===== config.mk =====
export PLATFORM = sky130hd
export DESIGN_NAME = bounded_deque_with_remove_flat
export DESIGN_NICKNAME = d
export VERILOG_FILES = /design/src/rtl/bdq_pkg.sv /design/src/rtl/bdq_req_if.sv /design/src/rtl/bdq_rsp_if.sv /design/src/rtl/bdq_store.sv /design/src/rtl/bdq_ctrl.sv /design/src/rtl/bounded_deque_with_remove.sv /design/src/flat_wrapper.sv
export SDC_FILE = /design/constraint.sdc
export NUM_CORES = 1
export LEC_CHECK = 0
export BUFFER_PORTS_ARGS = -buffer_cell sky130_fd_sc_hd__buf_2
export CORE_MARGIN = 4
export CORE_UTILIZATION = 40
export CTS_CLUSTER_SIZE = 8
export DETAILED_ROUTE_END_ITERATION = 16
export SYNTH_ARGS = -nofsm -noshare
export SYNTH_HDL_FRONTEND = slang
export SYNTH_HIERARCHICAL = 1
export SYNTH_SLANG_ARGS = --single-unit
export TNS_END_PERCENT = 5

===== constraint.sdc =====
create_clock -name clock -period 8.1 [get_ports clock]
set_input_delay 0.81 -clock clock [delete_from_list [all_inputs] [get_ports clock]]
set_output_delay 0.81 -clock clock [all_outputs]
set_load 0.005 [all_outputs]

===== src/rtl/bdq_pkg.sv =====
// ----------------------------------------------------------------------------
// bdq_pkg
// Shared types and constants for the bounded deque with remove.
// ----------------------------------------------------------------------------
package bdq_pkg;

   localparam int DEPTH   = 16;
   localparam int IDX_W   = $clog2(DEPTH);
   localparam int COUNT_W = $clog2(DEPTH + 1);
   localparam int DATA_W  = 32;
   localparam int REQ_W   = 3;
   localparam int STAT_W  = 2;

   typedef enum logic [REQ_W-1:0] {
      REQ_PUSH_BACK  = 3'd0,
      REQ_PUSH_FRONT = 3'd1,
      REQ_POP_BACK   = 3'd2,
      REQ_POP_FRONT  = 3'd3,
      REQ_REMOVE     = 3'd4
   } req_code_type;

   typedef enum logic [STAT_W-1:0] {
      STAT_OK        = 2'd0,
      STAT_FULL      = 2'd1,
      STAT_EMPTY     = 2'd2,
      STAT_NOT_FOUND = 2'd3
   } status_type;

   typedef enum logic [2:0] {
      ST_IDLE,
      ST_EXEC,
      ST_RD,
      ST_CMP,
      ST_SH_RD,
      ST_SH_WR,
      ST_DONE
   } state_type;

   // slot storage access from the sequencer
   typedef struct packed {
      logic                     wr_en;
      logic [IDX_W-1:0]         wr_addr;
      logic signed [DATA_W-1:0] wr_data;
      logic [IDX_W-1:0]         rd_addr;
   } mem_req_type;

   // finished transaction toward the response register
   typedef struct packed {
      logic               valid;
      logic [COUNT_W-1:0] count;
      status_type         status;
   } done_type;

endpackage


===== src/rtl/bdq_req_if.sv =====
// ----------------------------------------------------------------------------
// bdq_req_if
// Request channel: operation code and value, valid/ready handshake.
// ----------------------------------------------------------------------------
interface bdq_req_if;
   import bdq_pkg::*;

   logic                     valid;
   logic                     ready;
   logic [REQ_W-1:0]         req_type;
   logic signed [DATA_W-1:0] item_value;

   modport source (output valid, output req_type, output item_value, input ready);
   modport sink   (input valid, input req_type, input item_value, output ready);
endinterface


===== src/rtl/bdq_rsp_if.sv =====
// ----------------------------------------------------------------------------
// bdq_rsp_if
// Response channel: entry count and status, valid/ready handshake.
// ----------------------------------------------------------------------------
interface bdq_rsp_if;
   import bdq_pkg::*;

   logic               valid;
   logic               ready;
   logic [COUNT_W-1:0] entry_count;
   logic [STAT_W-1:0]  status;

   modport source (output valid, output entry_count, output status, input ready);
   modport sink   (input valid, input entry_count, input status, output ready);
endinterface


===== src/rtl/bdq_store.sv =====
// ----------------------------------------------------------------------------
// bdq_store
// Ring slot storage: one write port, one read port with registered data.
// ----------------------------------------------------------------------------
module bdq_store (
   input  logic                              clock,
   input  bdq_pkg::mem_req_type              mem_req,
   output logic signed [bdq_pkg::DATA_W-1:0] rd_data
);
   import bdq_pkg::*;

   logic signed [DATA_W-1:0] slot_mem [DEPTH];
   logic signed [DATA_W-1:0] rd_data_ff;

   // write one slot, read one slot
   always_ff @(posedge clock) begin
      if (mem_req.wr_en) begin
         slot_mem[mem_req.wr_addr] <= mem_req.wr_data;
      end
      rd_data_ff <= slot_mem[mem_req.rd_addr];
   end

   assign rd_data = rd_data_ff;
endmodule


===== src/rtl/bdq_ctrl.sv =====
// ----------------------------------------------------------------------------
// bdq_ctrl
// Sequencer with one shared slot-address adder and one value comparator.
// Handles pushes and pops in one step, walks the ring for remove.
// ----------------------------------------------------------------------------
module bdq_ctrl (
   input  logic                              clock,
   input  logic                              reset,
   input  logic                              req_valid,
   output logic                              req_ready,
   input  logic [bdq_pkg::REQ_W-1:0]         req_type,
   input  logic signed [bdq_pkg::DATA_W-1:0] item_value,
   input  logic                              rsp_free,
   output bdq_pkg::done_type                 done,
   output bdq_pkg::mem_req_type              mem_req,
   input  logic signed [bdq_pkg::DATA_W-1:0] rd_data
);
   import bdq_pkg::*;

   state_type                state_ff, state_in;
   logic [IDX_W-1:0]         head_ff, head_in;
   logic [COUNT_W-1:0]       count_ff, count_in;
   logic [IDX_W-1:0]         pos_ff, pos_in;
   req_code_type             op_ff, op_in;
   logic signed [DATA_W-1:0] val_ff, val_in;
   status_type               status_ff, status_in;

   logic [IDX_W-1:0]   offset;
   logic [IDX_W-1:0]   slot_addr;
   logic [COUNT_W-1:0] pos_ext;
   logic               is_full;
   logic               is_empty;
   logic               hit;

   // shared unit: physical slot = head + offset, and the value compare
   assign slot_addr = head_ff + offset;
   assign hit       = (rd_data == val_ff);
   assign pos_ext   = {1'b0, pos_ff};
   assign is_full   = (count_ff == COUNT_W'(DEPTH));
   assign is_empty  = (count_ff == '0);

   // control state
   always_ff @(posedge clock) begin
      if (reset) begin
         state_ff <= ST_IDLE;
         head_ff  <= '0;
         count_ff <= '0;
      end else begin
         state_ff <= state_in;
         head_ff  <= head_in;
         count_ff <= count_in;
      end
   end

   // working registers
   always_ff @(posedge clock) begin
      pos_ff    <= pos_in;
      op_ff     <= op_in;
      val_ff    <= val_in;
      status_ff <= status_in;
   end

   // next state and outputs
   always_comb begin
      state_in        = state_ff;
      head_in         = head_ff;
      count_in        = count_ff;
      pos_in          = pos_ff;
      op_in           = op_ff;
      val_in          = val_ff;
      status_in       = status_ff;
      offset          = pos_ff;
      req_ready       = 1'b0;
      done.valid      = 1'b0;
      done.count      = count_ff;
      done.status     = status_ff;
      mem_req.wr_en   = 1'b0;
      mem_req.wr_addr = slot_addr;
      mem_req.wr_data = val_ff;
      mem_req.rd_addr = slot_addr;

      case (state_ff)
         ST_IDLE: begin
            req_ready = 1'b1;
            if (req_valid) begin
               op_in    = req_code_type'(req_type);
               val_in   = item_value;
               state_in = ST_EXEC;
            end
         end

         ST_EXEC: begin
            status_in = STAT_OK;
            state_in  = ST_DONE;
            case (op_ff)
               REQ_PUSH_BACK: begin
                  offset = count_ff[IDX_W-1:0];
                  if (is_full) begin
                     status_in = STAT_FULL;
                  end else begin
                     mem_req.wr_en = 1'b1;
                     count_in      = count_ff + 1'b1;
                  end
               end
               REQ_PUSH_FRONT: begin
                  offset = '1;
                  if (is_full) begin
                     status_in = STAT_FULL;
                  end else begin
                     mem_req.wr_en = 1'b1;
                     head_in       = slot_addr;
                     count_in      = count_ff + 1'b1;
                  end
               end
               REQ_POP_BACK: begin
                  if (is_empty) begin
                     status_in = STAT_EMPTY;
                  end else begin
                     count_in = count_ff - 1'b1;
                  end
               end
               REQ_POP_FRONT: begin
                  offset = IDX_W'(1);
                  if (is_empty) begin
                     status_in = STAT_EMPTY;
                  end else begin
                     head_in  = slot_addr;
                     count_in = count_ff - 1'b1;
                  end
               end
               REQ_REMOVE: begin
                  if (is_empty) begin
                     status_in = STAT_NOT_FOUND;
                  end else begin
                     pos_in   = '0;
                     state_in = ST_RD;
                  end
               end
               default: begin
                  status_in = STAT_OK;
               end
            endcase
         end

         // fetch the entry at the search position
         ST_RD: begin
            offset   = pos_ff;
            state_in = ST_CMP;
         end

         // compare, then close the gap, advance to the next entry, or finish
         ST_CMP: begin
            if (hit) begin
               if ((pos_ext + 1'b1) < count_ff) begin
                  state_in = ST_SH_RD;
               end else begin
                  count_in = count_ff - 1'b1;
                  state_in = ST_DONE;
               end
            end else if ((pos_ext + 1'b1) == count_ff) begin
               status_in = STAT_NOT_FOUND;
               state_in  = ST_DONE;
            end else begin
               pos_in   = pos_ff + 1'b1;
               state_in = ST_RD;
            end
         end

         // read the entry behind the gap
         ST_SH_RD: begin
            offset   = pos_ff + 1'b1;
            state_in = ST_SH_WR;
         end

         // move it forward one place
         ST_SH_WR: begin
            offset          = pos_ff;
            mem_req.wr_en   = 1'b1;
            mem_req.wr_data = rd_data;
            pos_in          = pos_ff + 1'b1;
            if ((pos_ext + COUNT_W'(2)) < count_ff) begin
               state_in = ST_SH_RD;
            end else begin
               count_in = count_ff - 1'b1;
               state_in = ST_DONE;
            end
         end

         // hand the result over once the response register is free
         ST_DONE: begin
            if (rsp_free) begin
               done.valid = 1'b1;
               state_in   = ST_IDLE;
            end
         end

         default: begin
            state_in = ST_IDLE;
         end
      endcase
   end
endmodule


===== src/rtl/bounded_deque_with_remove.sv =====
// Push, pop and unused codes pass through the execute and done states before
// the response is raised, and a new request is taken only back in idle.
// Remove reads and compares each searched entry in turn, then reads and
// rewrites each entry moved up; the walk is bound by the single slot read port.
// A response waiting in the output register does not block the next request.
// Reset empties the deque.
// ----------------------------------------------------------------------------
// bounded_deque_with_remove
// Bounded double-ended queue of signed 32-bit values with remove-by-value.
// ----------------------------------------------------------------------------
module bounded_deque_with_remove (
   input  logic      clock,
   input  logic      reset,
   bdq_req_if.sink   req_chan,
   bdq_rsp_if.source rsp_chan
);
   import bdq_pkg::*;

   mem_req_type              mem_req;
   done_type                 done;
   logic signed [DATA_W-1:0] rd_data;
   logic                     rsp_free;

   logic               rsp_valid_ff;
   logic [COUNT_W-1:0] rsp_count_ff;
   status_type         rsp_status_ff;

   assign rsp_free = !rsp_valid_ff || rsp_chan.ready;

   bdq_ctrl u_ctrl (
      .clock      (clock),
      .reset      (reset),
      .req_valid  (req_chan.valid),
      .req_ready  (req_chan.ready),
      .req_type   (req_chan.req_type),
      .item_value (req_chan.item_value),
      .rsp_free   (rsp_free),
      .done       (done),
      .mem_req    (mem_req),
      .rd_data    (rd_data)
   );

   bdq_store u_store (
      .clock   (clock),
      .mem_req (mem_req),
      .rd_data (rd_data)
   );

   // hold the response until the transaction is taken
   always_ff @(posedge clock) begin
      if (reset) begin
         rsp_valid_ff <= 1'b0;
      end else if (done.valid) begin
         rsp_valid_ff <= 1'b1;
      end else if (rsp_chan.ready) begin
         rsp_valid_ff <= 1'b0;
      end
   end

   always_ff @(posedge clock) begin
      if (done.valid) begin
         rsp_count_ff  <= done.count;
         rsp_status_ff <= done.status;
      end
   end

   assign rsp_chan.valid       = rsp_valid_ff;
   assign rsp_chan.entry_count = rsp_count_ff;
   assign rsp_chan.status      = rsp_status_ff;
endmodule


===== src/flat_wrapper.sv =====
// flat-port wrapper written by rule: the top's interface ports become plain ports
module bounded_deque_with_remove_flat import bdq_pkg::*;
  (clock, reset, req_chan_valid, req_chan_req_type, req_chan_item_value, req_chan_ready, rsp_chan_valid, rsp_chan_entry_count, rsp_chan_status, rsp_chan_ready);
  bdq_req_if req_chan_i ();
  bdq_rsp_if rsp_chan_i ();
  input  logic clock;
  input  logic reset;
  input wire logic [$bits(req_chan_i.valid)-1:0] req_chan_valid;
  input wire logic [$bits(req_chan_i.req_type)-1:0] req_chan_req_type;
  input wire logic [$bits(req_chan_i.item_value)-1:0] req_chan_item_value;
  output wire logic [$bits(req_chan_i.ready)-1:0] req_chan_ready;
  output wire logic [$bits(rsp_chan_i.valid)-1:0] rsp_chan_valid;
  output wire logic [$bits(rsp_chan_i.entry_count)-1:0] rsp_chan_entry_count;
  output wire logic [$bits(rsp_chan_i.status)-1:0] rsp_chan_status;
  input wire logic [$bits(rsp_chan_i.ready)-1:0] rsp_chan_ready;
  assign req_chan_i.valid = req_chan_valid;
  assign req_chan_i.req_type = req_chan_req_type;
  assign req_chan_i.item_value = req_chan_item_value;
  assign req_chan_ready = req_chan_i.ready;
  assign rsp_chan_valid = rsp_chan_i.valid;
  assign rsp_chan_entry_count = rsp_chan_i.entry_count;
  assign rsp_chan_status = rsp_chan_i.status;
  assign rsp_chan_i.ready = rsp_chan_ready;
  bounded_deque_with_remove u_core (.clock(clock), .reset(reset), .req_chan(req_chan_i), .rsp_chan(rsp_chan_i));
endmodule

# Yosys cells after proc, flatten, opt, wreduce, memory -nomap -nowiden
# Memory sizes are Yosys's and may differ from the RTL's. A register that Yosys moved wholly into a read port is not among the register bits.
# Index checks and enable logic that the tools add are counted.
dict set report word_totals {
  in_bits 39
  mem_bits_rw 512
  word_cells 108
  ff_bits 61
  out_inout_bits 9
  n_memories 1
}
dict set report op_classes {
  order_cmp 2
  addsub 6
  eq_ne 28
  reduce_logical 17
  n_mux 44
}
# memory words width read_ports rd_ports_with_merged_regs wr line
set memory_table {}
lappend memory_table {u_core.u_store.slot_mem 16 32 1 1 1 bdq_store.sv:12} ;# logic signed [DATA_W-1:0] slot_mem [DEPTH];
# operator n
set op_table {}
lappend op_table {{equality test 32 bit} 1}
lappend op_table {{2-to-1 mux 32 bit} 1}
lappend op_table {{2-to-1 mux 5 bit} 5}
lappend op_table {{2-to-1 mux 4 bit} 6}
lappend op_table {{one-hot mux 4 bit (3 select lines)} 2}
lappend op_table {{inequality test 2 bit (second input constant)} 11}
lappend op_table {{one-hot mux 3 bit (7 select lines)} 1}
lappend op_table {{2-to-1 mux 3 bit} 6}
lappend op_table {{one-hot mux 4 bit (2 select lines)} 2}
lappend op_table {{one-hot mux 5 bit (3 select lines)} 1}
lappend op_table {{equality test 3 x 2 -> 1 bit (second input constant)} 4}
lappend op_table {{equality test 3 bit (second input constant)} 4}
lappend op_table {{2-to-1 mux 2 bit} 6}
lappend op_table {{less-than comparator 5 bit} 2}
lappend op_table {{2-to-1 mux 1 bit} 10}
lappend op_table {{one-hot mux 5 bit (2 select lines)} 1}
lappend op_table {{inequality test 3 bit (second input constant)} 3}
lappend op_table {{AND reduction 7 bit} 1}
lappend op_table {{equality test 3 x 1 -> 1 bit (second input constant)} 2}
lappend op_table {{logical NOT 3 bit} 2}
lappend op_table {{one-hot mux 2 bit (3 select lines)} 1}
lappend op_table {{nonzero test 2 bit} 3}
lappend op_table {{adder 4 x 1 -> 5 bit (second input constant)} 1}
lappend op_table {{adder 4 x 2 -> 5 bit (second input constant)} 1}
lappend op_table {{18 further kinds} 20}

# Longest topological paths before layout
dict set report logic_depth {
  word_depth 6
  mapped_depth 17
  ltp_nobuf 14
}

# Hierarchy
# Netlist, hierarchy kept.
# mod cells_per_inst area_per_inst_um2 n_inst
set modules_own_cells {}
lappend modules_own_cells {bdq_store 838 19835.3 1}
lappend modules_own_cells {bdq_ctrl 308 3399.5 1}
lappend modules_own_cells {bounded_deque_with_remove 11 256.5 1}

# Worst setup path after synthesis
# Ideal clock, no wire load.
dict set report synth_path {
  kind {register to register}
  startpoint {reg u_core.u_ctrl.state_ff[2]}
  endpoint {mem u_core.u_store.slot_mem[0][0] (enable)}
  required_time_ps 7639
  arrival_time_ps 5293
  path_stages_with_launch 15
  n_path_buf 2
  setup_slack_ps 2346
  period_less_slack_ps 5754
  cell_sequence {dfxtp_1 > buf_2 > nor3b_1 > nor2_1 > a21oi_1 > o21ai_0 > ha_1 > a21o_1 > a21oi_1 > xnor2_1 > or3_1 > and2_1 > buf_4 > or3b_2 > nor3_1}
}
# item line
set synth_rtl {}
lappend synth_rtl {{start: declaration} bdq_ctrl.sv:20} ;# state_type state_ff, state_in;
lappend synth_rtl {{start signal: assignment} bdq_ctrl.sv:49} ;# state_ff <= state_in;
lappend synth_rtl {{end: declaration} bdq_store.sv:12}

==> run summary <==
Worst r2r src = u_core/u_ctrl/state_ff[2]
Critical path arrival = 5.32 ns
CTS tree = done
Initial Util = 40.6%
Avg Inst Size Synth = 20.3 um^2
CP max stage cell = nor2_4
Clk_lat worst skew = 0.63 ns
Overall power = 0.00812 W
HP Class = input pin to flip-flop
Post-synth EDFFs = 560
Launch point of the critical path = u_core/u_ctrl/state_ff[2]
Layout cells sized above 1 = 27.1%
VDD IR max = 0.206 mV
Floorplan row count = 88
Overflow left after global routing = 0
Status = complete, no violations
Antenna violations before repair = 0
Post-route ant nets = 0
Asr flop ratio synth = 0%
Final Critical Period = 5.11 ns
Fill count = 4868
I/O Buffers = 47
Worst Tran Pin Value = 1.34 ns
Synth-to-layout area growth = 16.1%
Final setup TNS = 0 ns
Vert. Die Dim = 250 um
Static Leak = 8.69 nW
Worst reg2reg setup slack = 2.99 ns
Sequential Area = 0.0177 mm^2
Ports = 48
CP max FO = 32
FF+latch count, synth = 605
Root Driver = clkbuf_16
CTS Buffer Depth = 3
Worst path most repeated cell = a21oi_1
WL final = 52000 um
TritonCTS Sinks = 605
Final setup vio count = 0
Min-delay src = req_chan_item_value[11]
Die Wd = 250 um
CP Launch Type = flip-flop
Largest net degree at the start of global routing = 128
Synth Net Count = 1214
Final-report hold violation count = 0
Max stage delay on crit path = 1.01 ns
Nets@finish = 1311
Critical Path, Cell by Cell = nor3b_1 > nor2_1 > a21oi_1 > o21ai_0 > ha_1 > a21o_1 > a21oi_1 > xnor2_1 > or3_1 > and2_1 > or3b_2 > nor2_4
CTS resizes = 0
Multi-input logic area = 0.00561 mm^2
Routed wire per std cell = 25.0 um
First-pass GRT wire length = 77500 um
CTS Hold Bufs = 0
Seq/Total Area, Yosys = 75.4%
Worst setup EP type = flip-flop
Global-route usage over all layers = 16.6%
Clk slew on worst S/H paths = 0.05 ns
Die area = 0.0627 mm^2
# DRC = 0
Drt pass-1 iters = 6
Critical path type = flip-flop to flip-flop
Inserted Clock Buffers = 86
Number of antenna diodes = 0
Mapped Area = 0.0235 mm^2
Vias in the first global route = 11911
Post CTS Setup Buffer Count = 0
Drt first-iter violations = 1033
Fmax = 196 MHz
Max_slew headroom = 10.7%
Distinct cell type count after synthesis = 56
Avg Vias per Cell = 5.53
Data required time of the worst path = 8.31 ns
Final period utilization = 63.0%
RD Place Congestion = 0.790
Synth Warn # = 6
Synth Instances = 1157
Synth Flop Type = edfxtp_1
Core area = 0.0579 mm^2
Htree depth = 3
Final Skew = 0.0337 ns
Pwr Density = 298 mW/mm^2
Max_cap viols = 0
RSZ-0062 raised after global routing = no
Max-slew violations = 0
DP Wirelength = 28600 um
Vias = 11503
state kept, by name (all words and copies together) (netlist names), 4 cells and up:
| register | count |
|---|---|
| u_core/u_ctrl/pos_ff | 4 |
| u_core/u_ctrl/count_ff | 5 |
| u_core/u_ctrl/val_ff | 32 |
| u_core/u_store/slot_mem | 512 |
| u_core/u_ctrl/head_ff | 4 |
| u_core/rsp_chan.entry_count | 5 |
| u_core/u_store/rd_data | 32 |
worst max-delay path: cells and delay by family (launching register included):
| family | cells | cell delay (ns) |
|---|---|---|
| adders and majority gates | 1 | 0.31 |
| DFF | 1 | 0.70 |
| and+or+nand+nor | 6 | 2.93 |
| xor gates and xnor gates | 1 | 0.09 |
| AOI/OAI and AO/OA | 4 | 0.67 |
synthesized netlist by cell type, types with 4 or more instances:
cell type / n / area [um^2]
a21o_1: 4 / 30.0
a21oi_1: 15 / 75.1
a22oi_1: 66 / 495
and3_1: 5 / 31.3
buf_1: 12 / 45.0
buf_2: 10 / 50.1
buf_4: 13 / 97.6
clkbuf_1: 23 / 86.3
dfxtp_1: 45 / 901
edfxtp_1: 560 / 16800
ha_1: 17 / 213
inv_1: 12 / 45.0
mux2_2: 33 / 372
mux2i_1: 4 / 40.0
mux4_2: 128 / 2880
nand2_1: 43 / 161
nand2b_1: 6 / 37.5
nand3_1: 5 / 25.0
nand4_1: 9 / 56.3
nor2_1: 32 / 120
nor2b_1: 6 / 37.5
nor3_1: 11 / 55.1
o21ai_0: 13 / 65.1
xnor2_1: 34 / 298
xor2_1: 5 / 43.8
metrics by stage:
stage	utilization, %	hold WS [ns]	worst slack (ns)	area (um^2)	cells
after floorplan	-	0.400	2.35	23500	1157
after global placement	42.7	0.404	3.11	24700	1931
after detailed placement	42.7	0.421	3.05	24700	1931
after CTS	47.1	0.321	3.05	27300	2081
after global routing	47.1	0.326	2.71	27300	2081
final	47.1	0.351	2.99	27300	2081
path summary, 6_finish.rpt:
check	endpoint	cells past startpoint
min	u_core/u_ctrl/val_ff[11]	1
max	u_core/u_store/slot_mem[1][6]	12
min reg2reg	u_core/rsp_chan.status[0]	0
max reg2reg	u_core/u_store/slot_mem[1][6]	12
per-layer routing:
metal | vias up | part of all wire, % | track usage (%)
met4 | 0 | 2.5 | 4.90
li1 | 4968 | - | -
met5 | - | 0 | 0
met2 | 383 | 50 | 27.3
met1 | 6048 | 42 | 22.6
met3 | 104 | 5.7 | 3.29
placed cells by master, fill, tap and decap left out, drive strengths merged, types with 32 or more instances in the layout:
| cell type | netlist | final |
|---|---|---|
| nand2 | 43 | 43 |
| xnor2 | 34 | 34 |
| dfxtp | 45 | 45 |
| mux2 | 34 | 34 |
| mux4 | 128 | 128 |
| a22oi | 66 | 66 |
| nor2 | 32 | 32 |
| edfxtp | 560 | 560 |
| clkbuf | 23 | 143 |
| buf | 35 | 67 |
cell type report:
| type | instances | share of cell area (%) |
|---|---|---|
| clock buffers | 143 | 8.75 |
| clock inverters | 7 | 0.550 |
| inverters | 12 | 0.165 |
| multi-input cells | 482 | 20.6 |
| flip-flops and latches | 605 | 65.0 |
| well taps | 765 | 3.51 |
| repair buffers | 67 | 1.50 |
logic make-up (layout without fill, tap and decap cells):
family | Yosys count | in the layout | synth area share, %
AOI/OAI and AO/OA | 117 | 117 | 3.52
xor gates and xnor gates | 40 | 40 | 1.52
adders and majority gates | 18 | 18 | 0.991
buffers and inverters | 70 | 229 | 1.38
DFF | 605 | 605 | 75.4
muxes | 166 | 166 | 14.1
and+or+nand+nor | 141 | 141 | 3.08
power breakdown:
group / total [W] / internal [W] / switching, W
Combinational: 0.00113 / 0.000477 / 0.000656
Clock: 0.00329 / 0.00200 / 0.00129
Sequential: 0.00370 / 0.00361 / 0.0000924
No activity file was read; power rests on OpenSTA's default activity.
